==> src/rtl/core/pol_pkg.sv <==
// Shared constants, op codes and the cell command struct for the positional ordered list.
// Depends on nothing; every other file in rtl/core refers to it by scoped names.
package pol_pkg;

	localparam int CAPACITY = 32;
	localparam int DATA_W   = 32;
	localparam int OP_W     = 4;
	localparam int POS_W    = 6;
	localparam int FOUND_W  = 5;
	localparam int COUNT_W  = 6;

	localparam int CNT_W    = $clog2(CAPACITY + 1);
	localparam int IDX_W    = $clog2(CAPACITY);
	localparam int WIDE_W   = (CNT_W > POS_W) ? CNT_W : POS_W;
	localparam int FWIDE_W  = (IDX_W > FOUND_W) ? IDX_W : FOUND_W;
	localparam int OUTW_W   = (WIDE_W > COUNT_W) ? WIDE_W : COUNT_W;

	typedef enum logic [OP_W-1:0] {
		OP_INS_FRONT = 4'd0,
		OP_INS_LAST  = 4'd1,
		OP_INS_AT    = 4'd2,
		OP_DEL_FRONT = 4'd3,
		OP_DEL_LAST  = 4'd4,
		OP_DEL_AT    = 4'd5,
		OP_SEARCH    = 4'd6,
		OP_COUNT     = 4'd7,
		OP_CLEAR     = 4'd8
	} op_t;

	// Command broadcast to every cell of the chain.
	typedef struct packed {
		logic              cap;   // capture match bits and the picked word
		logic              ins;   // open a gap at pos and write val there
		logic              del;   // close the gap at pos
		logic [IDX_W-1:0]  pos;
		logic [CNT_W-1:0]  cnt;   // entries held before the operation
		logic [DATA_W-1:0] val;   // word to insert or key to compare
	} cell_cmd_t;

endpackage

==> src/rtl/core/pol_if.sv <==
// Request and response channel interfaces of the positional ordered list.
// Depends on pol_pkg for field widths.
interface pol_req_if;
	logic                              valid;
	logic                              ready;
	logic [pol_pkg::OP_W-1:0]          op;
	logic signed [pol_pkg::DATA_W-1:0] value;
	logic [pol_pkg::POS_W-1:0]         position;

	modport source (output valid, output op, output value, output position, input ready);
	modport sink   (input valid, input op, input value, input position, output ready);
endinterface

interface pol_rsp_if;
	logic                              valid;
	logic                              ready;
	logic                              ok;
	logic signed [pol_pkg::DATA_W-1:0] value_out;
	logic [pol_pkg::FOUND_W-1:0]       found_position;
	logic [pol_pkg::COUNT_W-1:0]       element_count;

	modport source (output valid, output ok, output value_out, output found_position,
		output element_count, input ready);
	modport sink   (input valid, input ok, input value_out, input found_position,
		input element_count, output ready);
endinterface

==> src/rtl/core/pol_cell.sv <==
// One storage cell of the list chain: holds one entry and trades it with its neighbours.
// Depends on pol_pkg.
module pol_cell (
	input  logic                       clk,
	input  logic [pol_pkg::IDX_W-1:0]  idx,
	input  pol_pkg::cell_cmd_t         cmd,
	input  logic [pol_pkg::DATA_W-1:0] left,
	input  logic [pol_pkg::DATA_W-1:0] right,
	output logic [pol_pkg::DATA_W-1:0] data,
	output logic                       match,
	output logic [pol_pkg::DATA_W-1:0] pick
);

	logic [pol_pkg::DATA_W-1:0] data_q;
	logic                       after;
	logic                       at;

	assign after = idx > cmd.pos;
	assign at    = idx == cmd.pos;

	always_ff @(posedge clk) begin
		if (cmd.ins) begin
			if (after) begin
				data_q <= left;
			end else if (at) begin
				data_q <= cmd.val;
			end
		end else if (cmd.del) begin
			if (after || at) begin
				data_q <= right;
			end
		end
	end

	assign data  = data_q;
	// only live entries may match
	assign match = (data_q == cmd.val) && (pol_pkg::CNT_W'(idx) < cmd.cnt);
	assign pick  = at ? data_q : '0;

endmodule

==> src/rtl/core/pol_chain.sv <==
// Row of list cells with neighbour links, registered match bits and picked-word capture.
// Depends on pol_pkg and pol_cell.
module pol_chain (
	input  logic                          clk,
	input  pol_pkg::cell_cmd_t            cmd,
	output logic [pol_pkg::CAPACITY-1:0]  match_q,
	output logic [pol_pkg::DATA_W-1:0]    picked_q
);

	logic [pol_pkg::DATA_W-1:0] data  [pol_pkg::CAPACITY];
	logic [pol_pkg::DATA_W-1:0] pick  [pol_pkg::CAPACITY];
	logic [pol_pkg::CAPACITY-1:0] match;
	logic [pol_pkg::DATA_W-1:0] picked;

	for (genvar i = 0; i < pol_pkg::CAPACITY; i++) begin : g_cell
		logic [pol_pkg::DATA_W-1:0] left;
		logic [pol_pkg::DATA_W-1:0] right;

		if (i == 0) begin : g_first
			assign left = cmd.val;
		end else begin : g_mid_l
			assign left = data[i-1];
		end
		if (i == pol_pkg::CAPACITY - 1) begin : g_last
			assign right = '0;
		end else begin : g_mid_r
			assign right = data[i+1];
		end

		pol_cell u_cell (
			.clk   (clk),
			.idx   (pol_pkg::IDX_W'(i)),
			.cmd   (cmd),
			.left  (left),
			.right (right),
			.data  (data[i]),
			.match (match[i]),
			.pick  (pick[i])
		);
	end

	// at most one cell is selected, so an OR gathers its word
	always_comb begin
		picked = '0;
		for (int i = 0; i < pol_pkg::CAPACITY; i++) begin
			picked = picked | pick[i];
		end
	end

	always_ff @(posedge clk) begin
		if (cmd.cap) begin
			match_q  <= match;
			picked_q <= picked;
		end
	end

endmodule

==> src/rtl/core/positional_ordered_list.sv <==
// Top level of the positional ordered list: op decode, count, sequencing and response register.
// Depends on pol_pkg, pol_if (pol_req_if, pol_rsp_if) and pol_chain.
//
//  channel  direction  fields                                             handshake
//  req      in         op[3:0] value[31:0] position[5:0]                  valid/ready
//  rsp      out        ok value_out[31:0] found_position[4:0]
//                      element_count[5:0]                                 valid/ready
//
// Each word is accepted and decoded, then the cell chain shifts and every cell compares its entry
// against the key, then the response state loads the output register. The next request word is
// taken as soon as the response is loaded, even if the previous response is still waiting; no new
// word is taken while one is in the chain or response state.
// arst_n clears the count, the sequencer and the response valid; entries need no clearing since
// only positions below the count are ever read. A stalled rsp holds the sequencer in its
// response cycle and req.ready stays low until the result has somewhere to go.
module positional_ordered_list (
	input  logic clk,
	input  logic arst_n,
	pol_req_if.sink   req,
	pol_rsp_if.source rsp
);

	typedef enum logic [2:0] {
		ST_IDLE = 3'b001,
		ST_EXEC = 3'b010,
		ST_RESP = 3'b100
	} state_t;

	state_t                        state_q;
	logic [pol_pkg::CNT_W-1:0]     cnt_q;
	logic [pol_pkg::CNT_W-1:0]     cnt_old_q;
	logic                          ok_q;
	logic                          ins_q;
	logic                          del_q;
	logic                          srch_q;
	logic [pol_pkg::IDX_W-1:0]     pos_q;
	logic [pol_pkg::DATA_W-1:0]    val_q;

	logic                          rsp_vld_q;
	logic                          rsp_ok_q;
	logic [pol_pkg::DATA_W-1:0]    rsp_val_q;
	logic [pol_pkg::FOUND_W-1:0]   rsp_found_q;
	logic [pol_pkg::COUNT_W-1:0]   rsp_cnt_q;

	logic                          take;
	logic                          full;
	logic                          empty;
	logic [pol_pkg::WIDE_W-1:0]    cnt_w;
	logic [pol_pkg::WIDE_W-1:0]    pos_w;
	logic [pol_pkg::WIDE_W-1:0]    eff_w;
	logic                          ok_d;
	logic                          ins_d;
	logic                          del_d;

	pol_pkg::cell_cmd_t            cmd;
	logic [pol_pkg::CAPACITY-1:0]  match_q;
	logic [pol_pkg::DATA_W-1:0]    picked_q;
	logic [pol_pkg::CAPACITY-1:0]  first;
	logic [pol_pkg::FWIDE_W-1:0]   found_w;
	logic [pol_pkg::OUTW_W-1:0]    cnt_out_w;
	logic                          rsp_load;

	// ---------------------------------------------------------------- decode
	assign req.ready = state_q == ST_IDLE;
	assign take      = req.valid && req.ready;

	assign full  = cnt_q == pol_pkg::CNT_W'(pol_pkg::CAPACITY);
	assign empty = cnt_q == '0;
	assign cnt_w = pol_pkg::WIDE_W'(cnt_q);
	assign pos_w = pol_pkg::WIDE_W'(req.position);

	always_comb begin
		ok_d  = 1'b0;
		ins_d = 1'b0;
		del_d = 1'b0;
		eff_w = '0;
		unique case (pol_pkg::op_t'(req.op))
			pol_pkg::OP_INS_FRONT: begin
				ok_d  = !full;
				ins_d = 1'b1;
			end
			pol_pkg::OP_INS_LAST: begin
				ok_d  = !full;
				ins_d = 1'b1;
				eff_w = cnt_w;
			end
			pol_pkg::OP_INS_AT: begin
				ok_d  = !full && (pos_w <= cnt_w);
				ins_d = 1'b1;
				eff_w = pos_w;
			end
			pol_pkg::OP_DEL_FRONT: begin
				ok_d  = !empty;
				del_d = 1'b1;
			end
			pol_pkg::OP_DEL_LAST: begin
				ok_d  = !empty;
				del_d = 1'b1;
				eff_w = cnt_w - pol_pkg::WIDE_W'(1);
			end
			pol_pkg::OP_DEL_AT: begin
				ok_d  = pos_w < cnt_w;
				del_d = 1'b1;
				eff_w = pos_w;
			end
			pol_pkg::OP_COUNT,
			pol_pkg::OP_CLEAR: begin
				ok_d = 1'b1;
			end
			default: begin
				// search settles ok later; unused codes drop through as a failed no-op
				ok_d = 1'b0;
			end
		endcase
	end

	// -------------------------------------------------------------- sequencer
	assign rsp_load = (state_q == ST_RESP) && (!rsp_vld_q || rsp.ready);

	always_ff @(posedge clk or negedge arst_n) begin
		if (!arst_n) begin
			state_q <= ST_IDLE;
			cnt_q   <= '0;
		end else begin
			unique case (state_q)
				ST_IDLE: begin
					if (take) begin
						state_q <= ST_EXEC;
						if (pol_pkg::op_t'(req.op) == pol_pkg::OP_CLEAR) begin
							cnt_q <= '0;
						end else if (ok_d && ins_d) begin
							cnt_q <= cnt_q + pol_pkg::CNT_W'(1);
						end else if (ok_d && del_d) begin
							cnt_q <= cnt_q - pol_pkg::CNT_W'(1);
						end
					end
				end
				ST_EXEC: begin
					state_q <= ST_RESP;
				end
				ST_RESP: begin
					if (rsp_load) begin
						state_q <= ST_IDLE;
					end
				end
				default: begin
					state_q <= ST_IDLE;
				end
			endcase
		end
	end

	// hold the decoded word for the chain and response cycles
	always_ff @(posedge clk) begin
		if (take) begin
			ok_q      <= ok_d;
			ins_q     <= ok_d && ins_d;
			del_q     <= ok_d && del_d;
			srch_q    <= pol_pkg::op_t'(req.op) == pol_pkg::OP_SEARCH;
			pos_q     <= eff_w[pol_pkg::IDX_W-1:0];
			val_q     <= req.value;
			cnt_old_q <= cnt_q;
		end
	end

	// ------------------------------------------------------------- cell chain
	assign cmd.cap = state_q == ST_EXEC;
	assign cmd.ins = ins_q && (state_q == ST_EXEC);
	assign cmd.del = del_q && (state_q == ST_EXEC);
	assign cmd.pos = pos_q;
	assign cmd.cnt = cnt_old_q;
	assign cmd.val = val_q;

	pol_chain u_chain (
		.clk      (clk),
		.cmd      (cmd),
		.match_q  (match_q),
		.picked_q (picked_q)
	);

	// isolate the lowest match, then gather its index
	assign first = match_q & (~match_q + pol_pkg::CAPACITY'(1));

	always_comb begin
		found_w = '0;
		for (int i = 0; i < pol_pkg::CAPACITY; i++) begin
			if (first[i]) begin
				found_w = found_w | pol_pkg::FWIDE_W'(i);
			end
		end
	end

	assign cnt_out_w = pol_pkg::OUTW_W'(cnt_q);

	// -------------------------------------------------------- response register
	always_ff @(posedge clk or negedge arst_n) begin
		if (!arst_n) begin
			rsp_vld_q <= 1'b0;
		end else if (rsp_load) begin
			rsp_vld_q <= 1'b1;
		end else if (rsp.ready) begin
			rsp_vld_q <= 1'b0;
		end
	end

	always_ff @(posedge clk) begin
		if (rsp_load) begin
			rsp_ok_q    <= srch_q ? (match_q != '0) : ok_q;
			rsp_val_q   <= del_q ? picked_q : '0;
			rsp_found_q <= (srch_q && (match_q != '0)) ? found_w[pol_pkg::FOUND_W-1:0] : '0;
			rsp_cnt_q   <= cnt_out_w[pol_pkg::COUNT_W-1:0];
		end
	end

	assign rsp.valid          = rsp_vld_q;
	assign rsp.ok             = rsp_ok_q;
	assign rsp.value_out      = rsp_val_q;
	assign rsp.found_position = rsp_found_q;
	assign rsp.element_count  = rsp_cnt_q;

`ifndef SYNTHESIS
	a_cnt_bound: assert property (@(posedge clk) disable iff (!arst_n)
		cnt_q <= pol_pkg::CNT_W'(pol_pkg::CAPACITY))
		else $error("list count above capacity");

	a_exec_to_resp: assert property (@(posedge clk) disable iff (!arst_n)
		state_q == ST_EXEC |=> state_q == ST_RESP)
		else $error("chain cycle not followed by response cycle");

	a_fail_clean: assert property (@(posedge clk) disable iff (!arst_n)
		rsp_load && !(srch_q ? (match_q != '0) : ok_q) |=>
		rsp.value_out == '0 && rsp.found_position == '0)
		else $error("failed word carries a value or a position");

	a_clear: assert property (@(posedge clk) disable iff (!arst_n)
		take && req.op == pol_pkg::OP_CLEAR |=> cnt_q == '0)
		else $error("clear left entries behind");
`endif

endmodule
==> src/flat_wrapper.sv <==
// flat-port wrapper written by rule: the top's interface ports become plain ports
module positional_ordered_list_flat 
  (clk, arst_n, req_valid, req_op, req_value, req_position, req_ready, rsp_valid, rsp_ok, rsp_value_out, rsp_found_position, rsp_element_count, rsp_ready);
  pol_req_if req_i ();
  pol_rsp_if rsp_i ();
  input  logic clk;
  input  logic arst_n;
  input wire logic [$bits(req_i.valid)-1:0] req_valid;
  input wire logic [$bits(req_i.op)-1:0] req_op;
  input wire logic [$bits(req_i.value)-1:0] req_value;
  input wire logic [$bits(req_i.position)-1:0] req_position;
  output wire logic [$bits(req_i.ready)-1:0] req_ready;
  output wire logic [$bits(rsp_i.valid)-1:0] rsp_valid;
  output wire logic [$bits(rsp_i.ok)-1:0] rsp_ok;
  output wire logic [$bits(rsp_i.value_out)-1:0] rsp_value_out;
  output wire logic [$bits(rsp_i.found_position)-1:0] rsp_found_position;
  output wire logic [$bits(rsp_i.element_count)-1:0] rsp_element_count;
  input wire logic [$bits(rsp_i.ready)-1:0] rsp_ready;
  assign req_i.valid = req_valid;
  assign req_i.op = req_op;
  assign req_i.value = req_value;
  assign req_i.position = req_position;
  assign req_ready = req_i.ready;
  assign rsp_valid = rsp_i.valid;
  assign rsp_ok = rsp_i.ok;
  assign rsp_value_out = rsp_i.value_out;
  assign rsp_found_position = rsp_i.found_position;
  assign rsp_element_count = rsp_i.element_count;
  assign rsp_i.ready = rsp_ready;
  positional_ordered_list u_core (.clk(clk), .arst_n(arst_n), .req(req_i), .rsp(rsp_i));
endmodule
==> config.mk <==
export PLATFORM = sky130hd
export DESIGN_NAME = positional_ordered_list_flat
export DESIGN_NICKNAME = d
export VERILOG_FILES = /design/src/rtl/core/pol_pkg.sv /design/src/rtl/core/pol_if.sv /design/src/rtl/core/pol_cell.sv /design/src/rtl/core/pol_chain.sv /design/src/rtl/core/positional_ordered_list.sv /design/src/flat_wrapper.sv
export SDC_FILE = /design/constraint.sdc
export NUM_CORES = 2
export LEC_CHECK = 0
export BUFFER_PORTS_ARGS = -buffer_cell sky130_fd_sc_hd__buf_2
export CAP_MARGIN = 10
export CELL_PAD_IN_SITES_DETAIL_PLACEMENT = 0
export CELL_PAD_IN_SITES_GLOBAL_PLACEMENT = 1
export CORE_UTILIZATION = 24
export DETAILED_ROUTE_END_ITERATION = 12
export MAX_ROUTING_LAYER = met4
export PLACE_DENSITY = 0.4
export SETUP_SLACK_MARGIN = 0.1
export SLEW_MARGIN = 15
export SYNTH_ARGS = -nofsm -noshare
export SYNTH_HDL_FRONTEND = slang
export SYNTH_SLANG_ARGS = --single-unit
export TNS_END_PERCENT = 50
==> constraint.sdc <==
create_clock -name clk -period 11.4 [get_ports clk]
set_clock_uncertainty 0.05 [all_clocks]
set_input_delay 3.42 -clock clk [delete_from_list [all_inputs] [get_ports clk]]
set_output_delay 3.42 -clock clk [all_outputs]
set_load 0.005 [all_outputs]
==> metrics list <==
- The via count of the first global-routing pass was 64200.
- Actual transition at the worst max-transition pin: 1510 ps
- TritonCTS Sinks: 1189
* Violated checks: max-capacitance violations, max-slew violations
- Kind of path behind the tightest hold check: register to register
- After synthesis, the largest area contributor takes up 46.5% of total cell area.
- Maximum level of the CTS H-tree: 4
- At the worst endpoint, the arrival time is 1810 ps.
- Min Clock Period, post-route: 5280 ps
* Biggest area contributors in the synthesized netlist: sky130_fd_sc_hd__edfxtp_1 (47%), sky130_fd_sc_hd__mux2i_1 (11%), sky130_fd_sc_hd__xor2_1 (8.1%), sky130_fd_sc_hd__nand2_1 (7.5%), sky130_fd_sc_hd__o21ai_0 (5.2%)
- In the final layout, the share of cells above drive strength 1 is 10.1%.
* Commonest cells in the synthesized netlist: sky130_fd_sc_hd__nand2_1 (1529), sky130_fd_sc_hd__edfxtp_1 (1179), sky130_fd_sc_hd__mux2i_1 (804), sky130_fd_sc_hd__o21ai_0 (795), sky130_fd_sc_hd__xor2_1 (704)
* Num CTS Buffers: 168
* Number of library cell types mapped by synthesis: 83
* Setup TNS: 0 ps
* Die outline area: 0.319 sq mm
* Post-synth EDFFs: 1179
- Worst Hold Launch: u_core.u_chain.picked_q[0]$_DFFE_PN_
- STA classifies the critical path endpoint as an output port.
* Root Driver: sky130_fd_sc_hd__clkbuf_16
* Number of buffers and inverters on the critical path: 1
- Area growth syn-to-layout: 15.4%
- In this run the worst path has a maximum fanout of 7.
- Finished Core Util: 27.9%
- Across all layers, the routed design uses 72900 vias.
- The number of setup buffers added after CTS is 0.
- Setup violations remaining at the end of the flow were counted as 0.
- Yosys warns: 0
* Ys async rst share: 0.841%
- Slowest cell on the critical path: sky130_fd_sc_hd__dfstp_2
* Die outline width: 565 um
- The final layout contains routed wiring with a total length of 637000 um.
- Number of gates resized after CTS: 0
- Yosys reg bits: 1189
* Skew-Pair Late Insertion Delay: 910 ps
- The worst setup path is of the register to output port kind.
* Final ANT Viol Nets: 0
- The initial antenna violation count came to 146.
* Startpoint of the lowest-slack register-to-register path: u_core.pos_q[3]$_DFFE_PP_
- Placeable Area: 0.315 sq mm
* Input/output buffers: 91
- Entering global routing, the biggest net connects 163 pins.
- Total Power Consumption: 17.9 mW
* Boundary Pins: 92
- Number of DRC markers after the initial detailed-route iteration: 13300
- Deepest clock path buffer count: 4
- On the worst path, the slowest cell contributes a delay of 600 ps.
- The run finished, with violations left.
- Across all hold checks on the routed design, the worst slack comes to 479 ps.
- In this run the worst setup path begins at u_core.state_q[0]$_DFFE_PN1P_.
* Max Transition Viols Final: 2
* DR pass1 iterations: 6
- Setup repair after global routing left no endpoint under its margin.
- Total GRT Usage: 40.0%
* Relative max-transition margin: -1.28%
- Area of the mapped netlist: 0.0761 sq mm
* Floorplan row count: 206
- sky130_fd_sc_hd__nand2_1 is the most common cell in the netlist.
* Routed wire per std cell: 52.8 um
* Upper clock frequency limit: 189 MHz
- Worst IR drop on VDD: 0.149 mV
* Mean post-synth cell area: 9.84 sq um
* Final Hold Viols: 0
* Vias per cell: 6.04
* Hold buffers post-CTS: 0
- Synthesis produced a netlist whose cell count is 7738.
* Height of the die: 565 um
- Sum of overflow across all layers after global routing: 0
* Synthesized net count: 7792
- Initial Util: 24.1%
* Crit path required time: 7930 ps
* MaxCap Viol Count: 1
* Part of the Yosys area used for sequential elements: 46.8%
* Kind of start point of the critical path: register
- Summed over all instances, the cell type with the most area after synthesis is sky130_fd_sc_hd__edfxtp_1.
- CTS tree: built
- Dominant register cell in the synthesized netlist: sky130_fd_sc_hd__edfxtp_1
- The net count of the finished layout is 7689.
- Clock-pin slew was measured on the worst setup and hold paths at 60 ps.
- Flop2flop setup slack: 6600 ps
* Cell family contributing the most delay on the critical path: flip-flops
- After detailed routing, the number of remaining DRC violations is 0.
- Wire length of the first global-routing pass: 790000 um
* Leakage: 33.0 nW
- Walking the worst path, the cells encountered are nor3b_1 -> buf_2.
* Share of the clock period used by the worst path after layout: 46.3%
* Cell area power density: 203 mW/mm^2
- RD Place Congestion: 1.09
* Post-DP HPWL: 472000 um
==> power breakdown <==
part	internal (mW)	switching (mW)	total [mW]
Sequential	5.42	1.12	6.54
Clock	3.07	2.36	5.43
Combinational	1.68	4.19	5.88
Total	10.2	7.68	17.9
==> path summary, 6_finish.rpt <==
kind,cells past startpoint,endpoint
worst max-delay path,2,req_ready
worst min-delay path,1,u_core.rsp.value_out[0]$_SDFFCE_PN0P_
worst max register to register,7,u_core.u_chain.picked_q[10]$_DFFE_PN_
worst min register to register,1,u_core.rsp.value_out[0]$_SDFFCE_PN0P_
max in group asynchronous,1,u_core.state_q[0]$_DFFE_PN1P_
min in group asynchronous,1,u_core.rsp.valid$_DFFE_PN0P_
==> state kept, by name (all words and copies together) (netlist names), 3 cells and up <==
name                               flops
u_core.cnt_old_q                       6
u_core.cnt_out_w                       6
u_core.pos_q                           5
u_core.rsp.element_count               6
u_core.rsp.found_position              5
u_core.rsp.value_out                  32
u_core.state_q                         3
u_core.u_chain.g_cell.u_cell.data   1024
u_core.u_chain.match_q                32
u_core.u_chain.picked_q               32
u_core.val_q                          32
==> through the flow <==
step           cell area [sq um]  setup WS [ps]  cells
6_report                   87800           6120  12100
5_1_grt                    87700           6020  12000
4_1_cts                    87500           6080  11900
3_5_place_dp               82200           5390  11600
3_3_place_gp               82200           5280  11600
2_1_floorplan              76100           1830   7738
==> layout make-up <==
type                    instances  area [sq um]
clock inverters                80           815
diodes                        142           355
repair buffers                422          3160
well taps                    4160          5200
inverters                      21          78.8
fillers                     33300        227000
multi-input cells            5833         38100
flip-flops and latches       1189         35700
clock buffers                 213          4440
==> metal layers <==
layer,wire [um],global-route usage (%)
met4,42700,23.1
met2,265000,56.1
met1,272000,52.9
met5,0,-
met3,57700,8.23
==> cells by family after synthesis <==
family / Yosys count / synth area share, %
buf+inv: 716 / 4.06
flops: 1189 / 46.8
compound gates: 1603 / 12.8
mux: 806 / 10.6
xor+xnor: 1025 / 11.8
simple gates: 2391 / 13.8
fa+ha+maj: 8 / 0.132
==> placed cells by master (no fill, tap or decap), types with 171 or more instances in the layout <==
cell type,instances
sky130_fd_sc_hd__edfxtp_1,1179
sky130_fd_sc_hd__xnor2_1,321
sky130_fd_sc_hd__nor2_1,191
sky130_fd_sc_hd__a22oi_1,481
sky130_fd_sc_hd__mux2i_1,804
sky130_fd_sc_hd__o21ai_0,795
sky130_fd_sc_hd__a31oi_1,171
sky130_fd_sc_hd__xor2_1,704
sky130_fd_sc_hd__nand2_1,1524
sky130_fd_sc_hd__buf_4,312
sky130_fd_sc_hd__clkbuf_16,171
sky130_fd_sc_hd__nor4_1,222
Power figures use the tool's default switching activity.
